[config.mk]
export PLATFORM = sky130hd
export DESIGN_NAME = sps_queue
export DESIGN_NICKNAME = d
export VERILOG_FILES = /design/src/sv/sps_pkg.sv /design/src/sv/sps_queue.sv
export SDC_FILE = /design/constraint.sdc
export NUM_CORES = 1
export LEC_CHECK = 0
export BUFFER_PORTS_ARGS = -buffer_cell sky130_fd_sc_hd__clkbuf_2
export CAP_MARGIN = 20
export CORE_AREA = 2 2 160 162
export DETAILED_ROUTE_END_ITERATION = 8
export DIE_AREA = 0 0 162 164
export GPL_TIMING_DRIVEN = 0
export PLACE_DENSITY = 0.84
export SETUP_SLACK_MARGIN = 0.1
export SLEW_MARGIN = 0
export SYNTH_ARGS = -nofsm -noshare
export SYNTH_HDL_FRONTEND = slang
export SYNTH_SLANG_ARGS = --single-unit
[constraint.sdc]
create_clock -name clk -period 3.3 [get_ports clk]
set_input_delay 0.33 -clock clk [delete_from_list [all_inputs] [get_ports clk]]
set_output_delay 0.33 -clock clk [all_outputs]
set_load 0.02 [all_outputs]
[src/sv/sps_pkg.sv]
`timescale 1ns / 1ps
`default_nettype none
package sps_pkg;

	localparam int unsigned ANGLE_STEPS = 24;
	localparam logic [30:0] PIHALF_Q30 = 31'd1686629713;
	localparam logic signed [33:0] CORDIC_GAIN_Q30 = 34'sd652032874;
	localparam logic [16:0] FACTOR_ONE = 17'd65536;

	localparam logic [1:0] REG_SPONGE_START = 2'd0;
	localparam logic [1:0] REG_DAMPING_RATE = 2'd1;
	localparam logic [1:0] REG_REFERENCE = 2'd2;
	localparam logic [1:0] REG_IMPLICIT = 2'd3;

	// Classified point handed from the front to the back.
	typedef struct packed {
		logic [31:0] velocity;
		logic [23:0] dz;
		logic [23:0] dt;
		logic        bad;
		logic        zero;
		logic        sat;
	} item_t;

	// Fields that ride along the back pipeline.
	typedef struct packed {
		logic [31:0] velocity;
		logic        bad;
		logic        zero;
	} meta_t;

	// atan(2^-i) in Q2.30.
	function automatic logic [31:0] angle(input int unsigned i);
		logic [31:0] a;
		case (i)
			0:  a = 32'd843314857;
			1:  a = 32'd497837829;
			2:  a = 32'd263043837;
			3:  a = 32'd133525159;
			4:  a = 32'd67021687;
			5:  a = 32'd33543516;
			6:  a = 32'd16775851;
			7:  a = 32'd8388437;
			8:  a = 32'd4194283;
			9:  a = 32'd2097149;
			10: a = 32'd1048576;
			11: a = 32'd524288;
			12: a = 32'd262144;
			13: a = 32'd131072;
			14: a = 32'd65536;
			15: a = 32'd32768;
			16: a = 32'd16384;
			17: a = 32'd8192;
			18: a = 32'd4096;
			19: a = 32'd2048;
			20: a = 32'd1024;
			21: a = 32'd512;
			22: a = 32'd256;
			23: a = 32'd128;
			default: a = 32'd0;
		endcase
		return a;
	endfunction

endpackage
`default_nettype wire

[src/sv/sps_queue.sv]
`timescale 1ns / 1ps
`default_nettype none
module sps_queue (
	input  wire             clk,
	input  wire             arst_n,
	input  sps_pkg::item_t  push_item,
	input  wire             push_valid,
	output logic            push_ready,
	output sps_pkg::item_t  pop_item,
	output logic            pop_valid,
	input  wire             pop_ready
);
	sps_pkg::item_t mem_q [4];
	logic [1:0]     wr_q;
	logic [1:0]     rd_q;
	logic [2:0]     count_q;
	logic           push;
	logic           pop;

	assign push_ready = count_q != 3'd4;
	assign pop_valid  = count_q != 3'd0;
	assign push       = push_valid && push_ready;
	assign pop        = pop_valid && pop_ready;
	assign pop_item   = mem_q[rd_q];

	always_ff @(posedge clk or negedge arst_n) begin
		if (!arst_n) begin
			wr_q    <= 2'd0;
			rd_q    <= 2'd0;
			count_q <= 3'd0;
		end else begin
			if (push) wr_q <= wr_q + 2'd1;
			if (pop) rd_q <= rd_q + 2'd1;
			if (push && !pop) count_q <= count_q + 3'd1;
			else if (pop && !push) count_q <= count_q - 3'd1;
		end
	end

	always_ff @(posedge clk) begin
		if (push) mem_q[wr_q] <= push_item;
	end

`ifndef SYNTHESIS
	a_count_max: assert property (@(posedge clk) disable iff (!arst_n) count_q <= 3'd4)
		else $error("queue count beyond depth");
	a_count_up: assert property (@(posedge clk) disable iff (!arst_n)
		(push && !pop) |=> count_q == $past(count_q) + 3'd1)
		else $error("queue count did not rise on push");
	a_count_dn: assert property (@(posedge clk) disable iff (!arst_n)
		(pop && !push) |=> count_q == $past(count_q) - 3'd1)
		else $error("queue count did not fall on pop");
`endif
endmodule
`default_nettype wire

==> metrics.yaml <==
status: "complete, no violations"
grt_pass1_wl_mm: 34.5
grt_max_degree: 55
synth_nets: 562
critPathMaxStageDelay_ps: 380
yosys.area.top_type: "edfxtp_1"
clock-sinks: 339
period_needed_ps: 2440
hpwlAfterDp_mm: 14.5
worst_pin_slew_ps: 661
synth_flop_cell: "edfxtp_1"
synth.area.top_cells: "edfxtp_1 80%, mux4_2 15%, dfrtp_1 1.4%"
nets: 775
htreeDepth: 2
grt.overflow.total: 0
synth_area_um2: 12400
drv_cap: 0
p_per_area_nw_per_um2: 968
netlist.area_leader.share: 0.801
finalSetupViolations: 0
cts_tree: "built"
rsz0062_at_grt: "no"
drt_iter0_drc: 368
syn_to_final_growth_pct: 20.8
clkLatencyLatePin_ps: 490
dieArea_um2: 26600
cts_buffer_depth: 3
clkTransAtPathRegs_ps: 60
fin_ws_ps: 856
async_flop_share: 0.0206
initial_utilization: 0.501
fin_skew_ps: 7.89
grt_pass1_vias: 6129
crit_start: "rd_q[1]"
tns_ps: 0
crit_family: "buffers and inverters"
slowest_stage: "dfrtp_1"
antenna_found_initial: 0
cts_resized: 0
wirelength_mm: 22.7
die_w_um: 162
holdWs_ps: 52.4
fmax_mhz: 409
num_rows: 58
globalplace.congestion: 0.763
total_power_mw: 14.5
drcViolationCount: 0
start_kind: "flip-flop"
r2r_start: "count_q[0]"
wl_per_cell_um: 21.9
path_buf_inv: 3
ioPinCount: 172
synth_edf_count: 332
intPower_mw: 10.1
min-delay-start: "push_item[4]"
holdBufCountCts: 1
maxSlewViolCount: 0
coreArea_um2: 24800
synth_seq_area_share: 0.815
end_kind: "output pin"
post_cts.repair.setup_buffers: 0
hp-class: "primary input to flip-flop"
first_pass_iters: 4
pre_cts_ws_ps: 1040
swShare: 0.304
fin_crit_sh: 0.741
via_count: 5639
worstPathMaxFanout: 10
cts_made_buffers: 35
portBuffers: 171
clockRootBuffer: "clkbuf_16"
power_frac_comb: 0.318
drive_gt1_frac: 0.467
crit_arrival_ps: 2110
route.antenna.remaining_nets: 0
critPathRequiredTime_ps: 2970
slew_headroom: 0.559
crit_type: "flip-flop to output pin"
ys_ff_latch: 339
seqPwrFrac: 0.406
power_switching_mw: 4.42
n_antenna_cell: 0
die_h_um: 164
clockPowerShare: 0.276
crit_top_cell: "buf_2"
cp_cell_sequence: "buf_2 > buf_2 > mux4_2 > clkbuf_2"
p_leak_nw: 5.21
grt.total_usage: 0.173
syn_inst: 469
utilization: 0.605
synthDistinctLibCells: 20
via_per_inst: 5.44
ir_worst_vdd_mv: 0.787
yosysWarnings: 0
syn_area_per_cell_um2: 26.5
hold_viol: 0
-- cell usage after synthesis (all sizes together) (2+ instances only) --
cell type and n:
mux2 2, ha 5, dfrtp 7, nand2 2, and2 4, edfxtp 332
xnor2 4, nor2 2, mux4 83, xor2 2, buf 17, clkbuf 2
inv 3
-- cell families (layout without fill, tap and decap cells) --
logic type	count (synthesis)	count (layout)	share of synthesized area
xor gates and xnor gates	6	6	0.00422
buffers and inverters	22	259	0.0167
muxes	85	85	0.152
AOI/OAI and AO/OA	1	1	0.000905
and+or+nand+nor	10	10	0.00412
adders and majority gates	6	6	0.00664
DFF	339	339	0.815
-- final cells by class --
class	instances	area, um2
well taps	330	413
fillers	1733	9790
flip-flops and latches	339	10100
clock inverters	17	234
multi-input cells	108	2100
repair buffers	176	976
clock buffers	44	952
inverters	3	11.3
plain buffers	19	196
-- power by group through the flow --
stage	clock network [mW]	logic, mW	registers (mW)
after floorplan	0	3.24	5.97
after global placement	0	4.50	6.05
after detailed placement	0	4.72	6.01
after CTS	4.09	4.74	5.93
after global routing	4.26	4.95	5.98
final	4.01	4.62	5.91
-- final timing paths --
check	slack [ps]	to	depth (start not counted)
setup / recovery	860	pop_item[31]	4
min in group asynchronous	200	rd_q[0]	2
hold / removal	50	mem_q[3][4]	1
hold reg to reg	570	count_q[2]	1
max in group asynchronous	2920	count_q[0]	2
setup reg to reg	1050	mem_q[1][30]	4
-- registers in the layout, indices dropped and copies added, names as in the netlist --
| register | count |
|---|---|
| count_q | 3 |
| mem_q | 332 |
| rd_q | 2 |
| wr_q | 2 |
-- cells in the final DEF, fill, tap and decap left out --
| cell type | n |
|---|---|
| a21boi_2 | 1 |
| and2_4 | 4 |
| buf_12 | 6 |
| buf_16 | 4 |
| buf_2 | 7 |
| buf_4 | 3 |
| buf_6 | 1 |
| bufinv_16 | 6 |
| clkbuf_1 | 9 |
| clkbuf_16 | 37 |
| clkbuf_2 | 171 |
| clkinv_1 | 6 |
| clkinv_2 | 3 |
| clkinvlp_4 | 1 |
| dfrtp_1 | 7 |
| dlygate4sd3_1 | 1 |
| edfxtp_1 | 332 |
| fa_1 | 1 |
| ha_1 | 5 |
| inv_1 | 3 |
| inv_6 | 1 |
| mux2_2 | 2 |
| mux4_2 | 83 |
| nand2_1 | 2 |
| nand3_1 | 1 |
| nor2_1 | 2 |
| or3_1 | 1 |
| xnor2_1 | 4 |
| xor2_1 | 2 |
-- stage by stage --
step / std cells / area [um2]
after global placement: 970 / 13700
after floorplan: 469 / 12400
final: 1036 / 15000
after CTS: 1036 / 15000
after global routing: 1036 / 15000
after detailed placement: 974 / 13800
-- layer usage --
layer / part of all wire / routed length, um / GRT usage
met5: 0 / 0 / 0
met4: 0.021 / 478 / 0.0551
met3: 0.063 / 1420 / 0.0374
met2: 0.53 / 12000 / 0.301
met1: 0.39 / 8740 / 0.220
No activity file was read; power rests on OpenSTA's default activity.
