--- src/sv/sps_pkg.sv ---
`timescale 1ns / 1ps
`default_nettype none
package sps_pkg;

	localparam int unsigned ANGLE_STEPS = 24;
	localparam logic [30:0] PIHALF_Q30 = 31'd1686629713;
	localparam logic signed [33:0] CORDIC_GAIN_Q30 = 34'sd652032874;
	localparam logic [16:0] FACTOR_ONE = 17'd65536;

	localparam logic [1:0] REG_SPONGE_START = 2'd0;
	localparam logic [1:0] REG_DAMPING_RATE = 2'd1;
	localparam logic [1:0] REG_REFERENCE = 2'd2;
	localparam logic [1:0] REG_IMPLICIT = 2'd3;

	// Classified point handed from the front to the back.
	typedef struct packed {
		logic [31:0] velocity;
		logic [23:0] dz;
		logic [23:0] dt;
		logic        bad;
		logic        zero;
		logic        sat;
	} item_t;

	// Fields that ride along the back pipeline.
	typedef struct packed {
		logic [31:0] velocity;
		logic        bad;
		logic        zero;
	} meta_t;

	// atan(2^-i) in Q2.30.
	function automatic logic [31:0] angle(input int unsigned i);
		logic [31:0] a;
		case (i)
			0:  a = 32'd843314857;
			1:  a = 32'd497837829;
			2:  a = 32'd263043837;
			3:  a = 32'd133525159;
			4:  a = 32'd67021687;
			5:  a = 32'd33543516;
			6:  a = 32'd16775851;
			7:  a = 32'd8388437;
			8:  a = 32'd4194283;
			9:  a = 32'd2097149;
			10: a = 32'd1048576;
			11: a = 32'd524288;
			12: a = 32'd262144;
			13: a = 32'd131072;
			14: a = 32'd65536;
			15: a = 32'd32768;
			16: a = 32'd16384;
			17: a = 32'd8192;
			18: a = 32'd4096;
			19: a = 32'd2048;
			20: a = 32'd1024;
			21: a = 32'd512;
			22: a = 32'd256;
			23: a = 32'd128;
			default: a = 32'd0;
		endcase
		return a;
	endfunction

endpackage
`default_nettype wire

--- src/sv/sps_if.sv ---
`timescale 1ns / 1ps
`default_nettype none
interface sps_in_if;
	logic        valid;
	logic        ready;
	logic [23:0] point_height;
	logic [23:0] top_height;
	logic [31:0] velocity_in;
	modport source(output valid, point_height, top_height, velocity_in, input ready);
	modport sink(input valid, point_height, top_height, velocity_in, output ready);
endinterface

`default_nettype wire

--- src/sv/sps_front.sv ---
`timescale 1ns / 1ps
`default_nettype none
module sps_front (
	input  wire             clk,
	input  wire             arst_n,
	sps_in_if.sink          point,
	input  wire [23:0]      start_height,
	output sps_pkg::item_t  item,
	output logic            item_valid,
	input  wire             item_ready
);
	logic           vld_s1;
	sps_pkg::item_t item_s1;
	logic [23:0]    dz;
	logic [23:0]    dt;
	logic           bad;

	assign point.ready = !vld_s1 || item_ready;
	assign item        = item_s1;
	assign item_valid  = vld_s1;

	assign dz  = point.point_height - start_height;
	assign dt  = point.top_height - start_height;
	assign bad = point.top_height <= start_height;

	always_ff @(posedge clk or negedge arst_n) begin
		if (!arst_n) begin
			vld_s1 <= 1'b0;
		end else if (point.ready) begin
			vld_s1 <= point.valid;
		end
	end

	always_ff @(posedge clk) begin
		if (point.ready && point.valid) begin
			item_s1.velocity <= point.velocity_in;
			item_s1.dz       <= dz;
			item_s1.dt       <= dt;
			item_s1.bad      <= bad;
			item_s1.zero     <= bad || (point.point_height <= start_height);
			item_s1.sat      <= dz >= dt;
		end
	end
endmodule
`default_nettype wire

--- src/flat_wrapper.sv ---
// flat-port wrapper written by rule: the top's interface ports become plain ports
module sps_front_flat 
  (clk, arst_n, start_height, item, item_valid, item_ready, point_valid, point_point_height, point_top_height, point_velocity_in, point_ready);
  sps_in_if point_i ();
  input  wire clk;
  input  wire arst_n;
  input  wire [23:0] start_height;
  output sps_pkg::item_t item;
  output logic item_valid;
  input  wire item_ready;
  input wire logic [$bits(point_i.valid)-1:0] point_valid;
  input wire logic [$bits(point_i.point_height)-1:0] point_point_height;
  input wire logic [$bits(point_i.top_height)-1:0] point_top_height;
  input wire logic [$bits(point_i.velocity_in)-1:0] point_velocity_in;
  output wire logic [$bits(point_i.ready)-1:0] point_ready;
  assign point_i.valid = point_valid;
  assign point_i.point_height = point_point_height;
  assign point_i.top_height = point_top_height;
  assign point_i.velocity_in = point_velocity_in;
  assign point_ready = point_i.ready;
  sps_front u_core (.clk(clk), .arst_n(arst_n), .point(point_i), .start_height(start_height), .item(item), .item_valid(item_valid), .item_ready(item_ready));
endmodule
--- config.mk ---
export PLATFORM = sky130hd
export DESIGN_NAME = sps_front_flat
export DESIGN_NICKNAME = d
export VERILOG_FILES = /design/src/sv/sps_pkg.sv /design/src/sv/sps_if.sv /design/src/sv/sps_front.sv /design/src/flat_wrapper.sv
export SDC_FILE = /design/constraint.sdc
export NUM_CORES = 1
export LEC_CHECK = 0
export ABC_AREA = 1
export BUFFER_PORTS_ARGS = -buffer_cell sky130_fd_sc_hd__clkbuf_2
export CORE_MARGIN = 1
export CORE_UTILIZATION = 35
export CTS_CLUSTER_DIAMETER = 150
export DETAILED_ROUTE_END_ITERATION = 10
export GPL_TIMING_DRIVEN = 0
export SLEW_MARGIN = 5
export SYNTH_ARGS = -nofsm -noshare
export SYNTH_HDL_FRONTEND = slang
export SYNTH_SLANG_ARGS = --single-unit
--- constraint.sdc ---
create_clock -name clk -period 5.22 [get_ports clk]
set_clock_uncertainty 0.1 [all_clocks]
set_input_delay 1.566 -clock clk [delete_from_list [all_inputs] [get_ports clk]]
set_output_delay 1.566 -clock clk [all_outputs]
set_load 0.1 [all_outputs]
==> implementation parameters <==
Parameter                              Value

Critical path
  Critical path startpoint category    primary input
  Number of cell instances on the worst register-to-register path    2
  Cell mode on critical path    sky130_fd_sc_hd__nand2_1
  Crit path depth    21
  Crit path DAT    4.34 ns
  Worst path buffer plus inverter count    3
  Gate family responsible for the most delay along the worst path    simple AND/OR/NAND/NOR gates
  Kind of end point of the critical path    flop
  Data required time of the worst path    5.32 ns
  Cell breakdown of the critical path    clkbuf_2, inv_1, ha_1, inv_1, fa_1, nand2_1, nand3_1, nand3_1, nand2_2, nand2_1, nand2_1, nand2_1, nand2_1, nand2_1, nand2_1, ha_1, nand2_1, nor3_1, nor2b_1, nand2_1, nand4_1
  Critical-path top delay cell    sky130_fd_sc_hd__fa_1
  Crit Path Max Fanout    4
  Crit Path Class    primary input to flop
  Largest stage delay on the critical path    0.41 ns

Floorplanning
  X dimension of the die    141.9 µm
  Cell row count    50
  Total die area    20,130 µm²
  Initial core utilization    36.13%
  CORE AREA    18,960 µm²
  Number of placed I/O pins    193
  Die height    141.9 µm

Finish
  Most frequent standard cell in the layout excluding fill and tap cells    sky130_fd_sc_hd__nand2_1
  Most used cells in the layout excluding fill and tap cells    sky130_fd_sc_hd__nand2_1 (309), sky130_fd_sc_hd__clkbuf_2 (192), sky130_fd_sc_hd__inv_1 (176)
  Nets    1,290
  Area of all sequential standard cells    2517 µm²
  Number of fill cells in the layout    1,946
  Cell area after layout    8552 µm²
  Layout area overhead    24.86%
  Share of layout cells above drive strength 1    23.36%
  Count of placed standard cells in the final layout, fillers left out    1,373
  ANT cells    0
  Area of combinational cells with multiple inputs    3647 µm²

Yosys
  Synthesis Warnings    0
  Leading cell types by total area after synthesis    sky130_fd_sc_hd__edfxtp_1 (36%), sky130_fd_sc_hd__nand2_1 (17%), sky130_fd_sc_hd__ha_1 (13%)
  Library cell occupying the most area in the post-synthesis netlist    sky130_fd_sc_hd__edfxtp_1
  Post-synthesis register bit count    84
  Average instance area after synthesis    7.593 µm²
  Area share of the largest cell type after synthesis    36.39%
  Sequential area share after synthesis    36.76%
  Main combinational cell family by area after synthesis    simple AND/OR/NAND/NOR gates
  Post-synthesis mux area share    0%
  Simple-Gate Fraction of Synth Area    30.49%
  Number of flops mapped to enable cells by yosys    83
  Post-synthesis net count    1,084
  Compound-cell area share of the yosys netlist    4.768%
  Total standard cell area after synthesis    6849 µm²
  Syn Inst Count    902
  Predominant post-synthesis flop cell    sky130_fd_sc_hd__edfxtp_1
  Distinct cell type count after synthesis    32
  Async set or reset register ratio after synthesis    1.190%
  Fraction of the mapped netlist area in adder cells    13.74%
  XOR/XNOR share of the synthesized area    4.092%

Worst hold path
  Hold path cells    2
  Hold/Removal Path Class    flop to flop

Clocking
  Buffer depth of the longest clock path    2
  Number of buffers added by the clock tree synthesis step    9
  Clock latency of the later-clocked register in the worst-skew pair    0.33 ns
  Number of gates resized after CTS    0
  Clock H-tree levels    3
  Post-CTS Repair Setup Buffers    0
  Sinks on the clock net    84
  Library cell used as clock root buffer    sky130_fd_sc_hd__clkbuf_16
  Clock tree from TritonCTS    yes
  Hold buffers post-CTS    0
  Clock input transition at the sequential cells of the worst setup and hold paths    0.06 ns

STA
  Setup repair after global routing missed its margin    false
  Final Critical Period    4.234 ns
  Tightest slew margin relative to the limit    57.35%
  Worst slew pin tran    0.6384 ns
  Setup total negative slack    0 ns
  Count of endpoints failing hold in the final timing report    0
  Fin crit share    81.12%
  Setup-failing EPs final    0
  Worst slack on hold paths    0.4763 ns
  Upper clock frequency limit    236.2 MHz
  Max-slew violation count    0

Drt
  Number of vias in the routed layout    6,295
  Vias per cell    4.585
  Routed wire per std cell    14.03 µm
  First-pass iteration count of the detailed router    5
  Total wire length after detailed routing    19.27 mm
  Iteration-0 DRC count of the detailed router    306
  Drc violations    0
  Antenna-violating nets left    0

Global routing
  GR Layer Usage met3    2.160%
  Maximum number of pins on one net before global-route repair    28
  Met1 Usage GRT    22.93%
  Aggregate global-route resource usage    19.38%
  Global-route met2 utilization    34.72%
  Most Crowded Layer GR    met2
  Gr ovfl total    0
  Initial antenna violation count    0
  Number of global-route vias before repair    6,068
  Global-route wire length before repair    29.28 mm

Run status
  Result of the run    completed

Run
  Max-cap check violation count    0

Power
  IR Drop Worst-Case VDD    0.1314 mV
  Power Density    316.6 nW/µm²
  Leakage    4.655 nW

Placement
  Post-detail-place hpwl    16.76 mm
  Placed instance count    1,357
  Instance area after placement    8222 µm²
  Count of buffers from port buffering    192
  Final weighted congestion in routability-driven placement    0.8745
## path summary, 6_finish.rpt
path                                     end                start  slack [ns]
max in group asynchronous  u_core.item_valid               arst_n        4.04
min reg2reg                u_core.item_valid    u_core.item_valid        0.48
min in group asynchronous  u_core.item_valid               arst_n        0.89
min                        u_core.item_valid    u_core.item_valid        0.48
max reg2reg                  u_core.item[40]    u_core.item_valid        3.56
max                           u_core.item[0]  point_top_height[0]        0.99
## through the flow
stage / power (mW) / worst slack (ns) / util, %
after global routing: 2.853 / 0.7968 / 45.12
after global placement: 2.000 / -0.4778 / 42.94
after detailed placement: 2.017 / 0.6414 / 43.37
after floorplan: 1.757 / 0.6466 / -
final: 2.707 / 0.9857 / 45.12
after CTS: 2.735 / 0.9938 / 45.12
## sequential cells by signal, summed over array words and instances, names as in the netlist
name               cells
u_core.item           83
u_core.item_valid      1
## routing by layer
layer  up-vias  part of all wire [%]
li1       3295                     -
met1      2796                    43
met4         0                   3.7
met3        40                   3.9
met2       164                    49
met5         -                     0
## worst min-delay path, cell delays in order (launching register included)
cell and delay (ns):
sky130_fd_sc_hd__dfrtp_1 0.40, sky130_fd_sc_hd__nand2_1 0.08, sky130_fd_sc_hd__nand2_1 0.06
## layout make-up
type / count / share of cell area [%]
sequential: 84 / 29.44
timing repair buffer: 195 / 12.11
multi-input combinational: 636 / 42.65
buffer: 4 / 0.3219
clock buffer: 9 / 2.634
inverter: 178 / 7.813
tap: 260 / 3.804
clock inverter: 7 / 1.229
## Yosys cell counts (all sizes together), types with 4 or more instances
master,n
xor2,22
nor3,9
nand2,321
nand3,49
edfxtp,83
inv,178
o21ai,5
nand4,26
xnor2,10
ha,72
buf,4
nor2,57
o21bai,6
and2,4
a21oi,46
## cells by family after synthesis
logic type,after synthesis
AOI/OAI and AO/OA,59
xor gates and xnor gates,32
adders and majority gates,74
buffers and inverters,182
DFF,84
and+or+nand+nor,471
## power breakdown
group	leakage, nW	switching, mW	internal (mW)
logic	3.70	0.867	0.289
registers	0.802	0.0191	0.826
clock network	0.159	0.279	0.427
total	4.66	1.17	1.54
No activity file was read; power rests on OpenSTA's default activity.
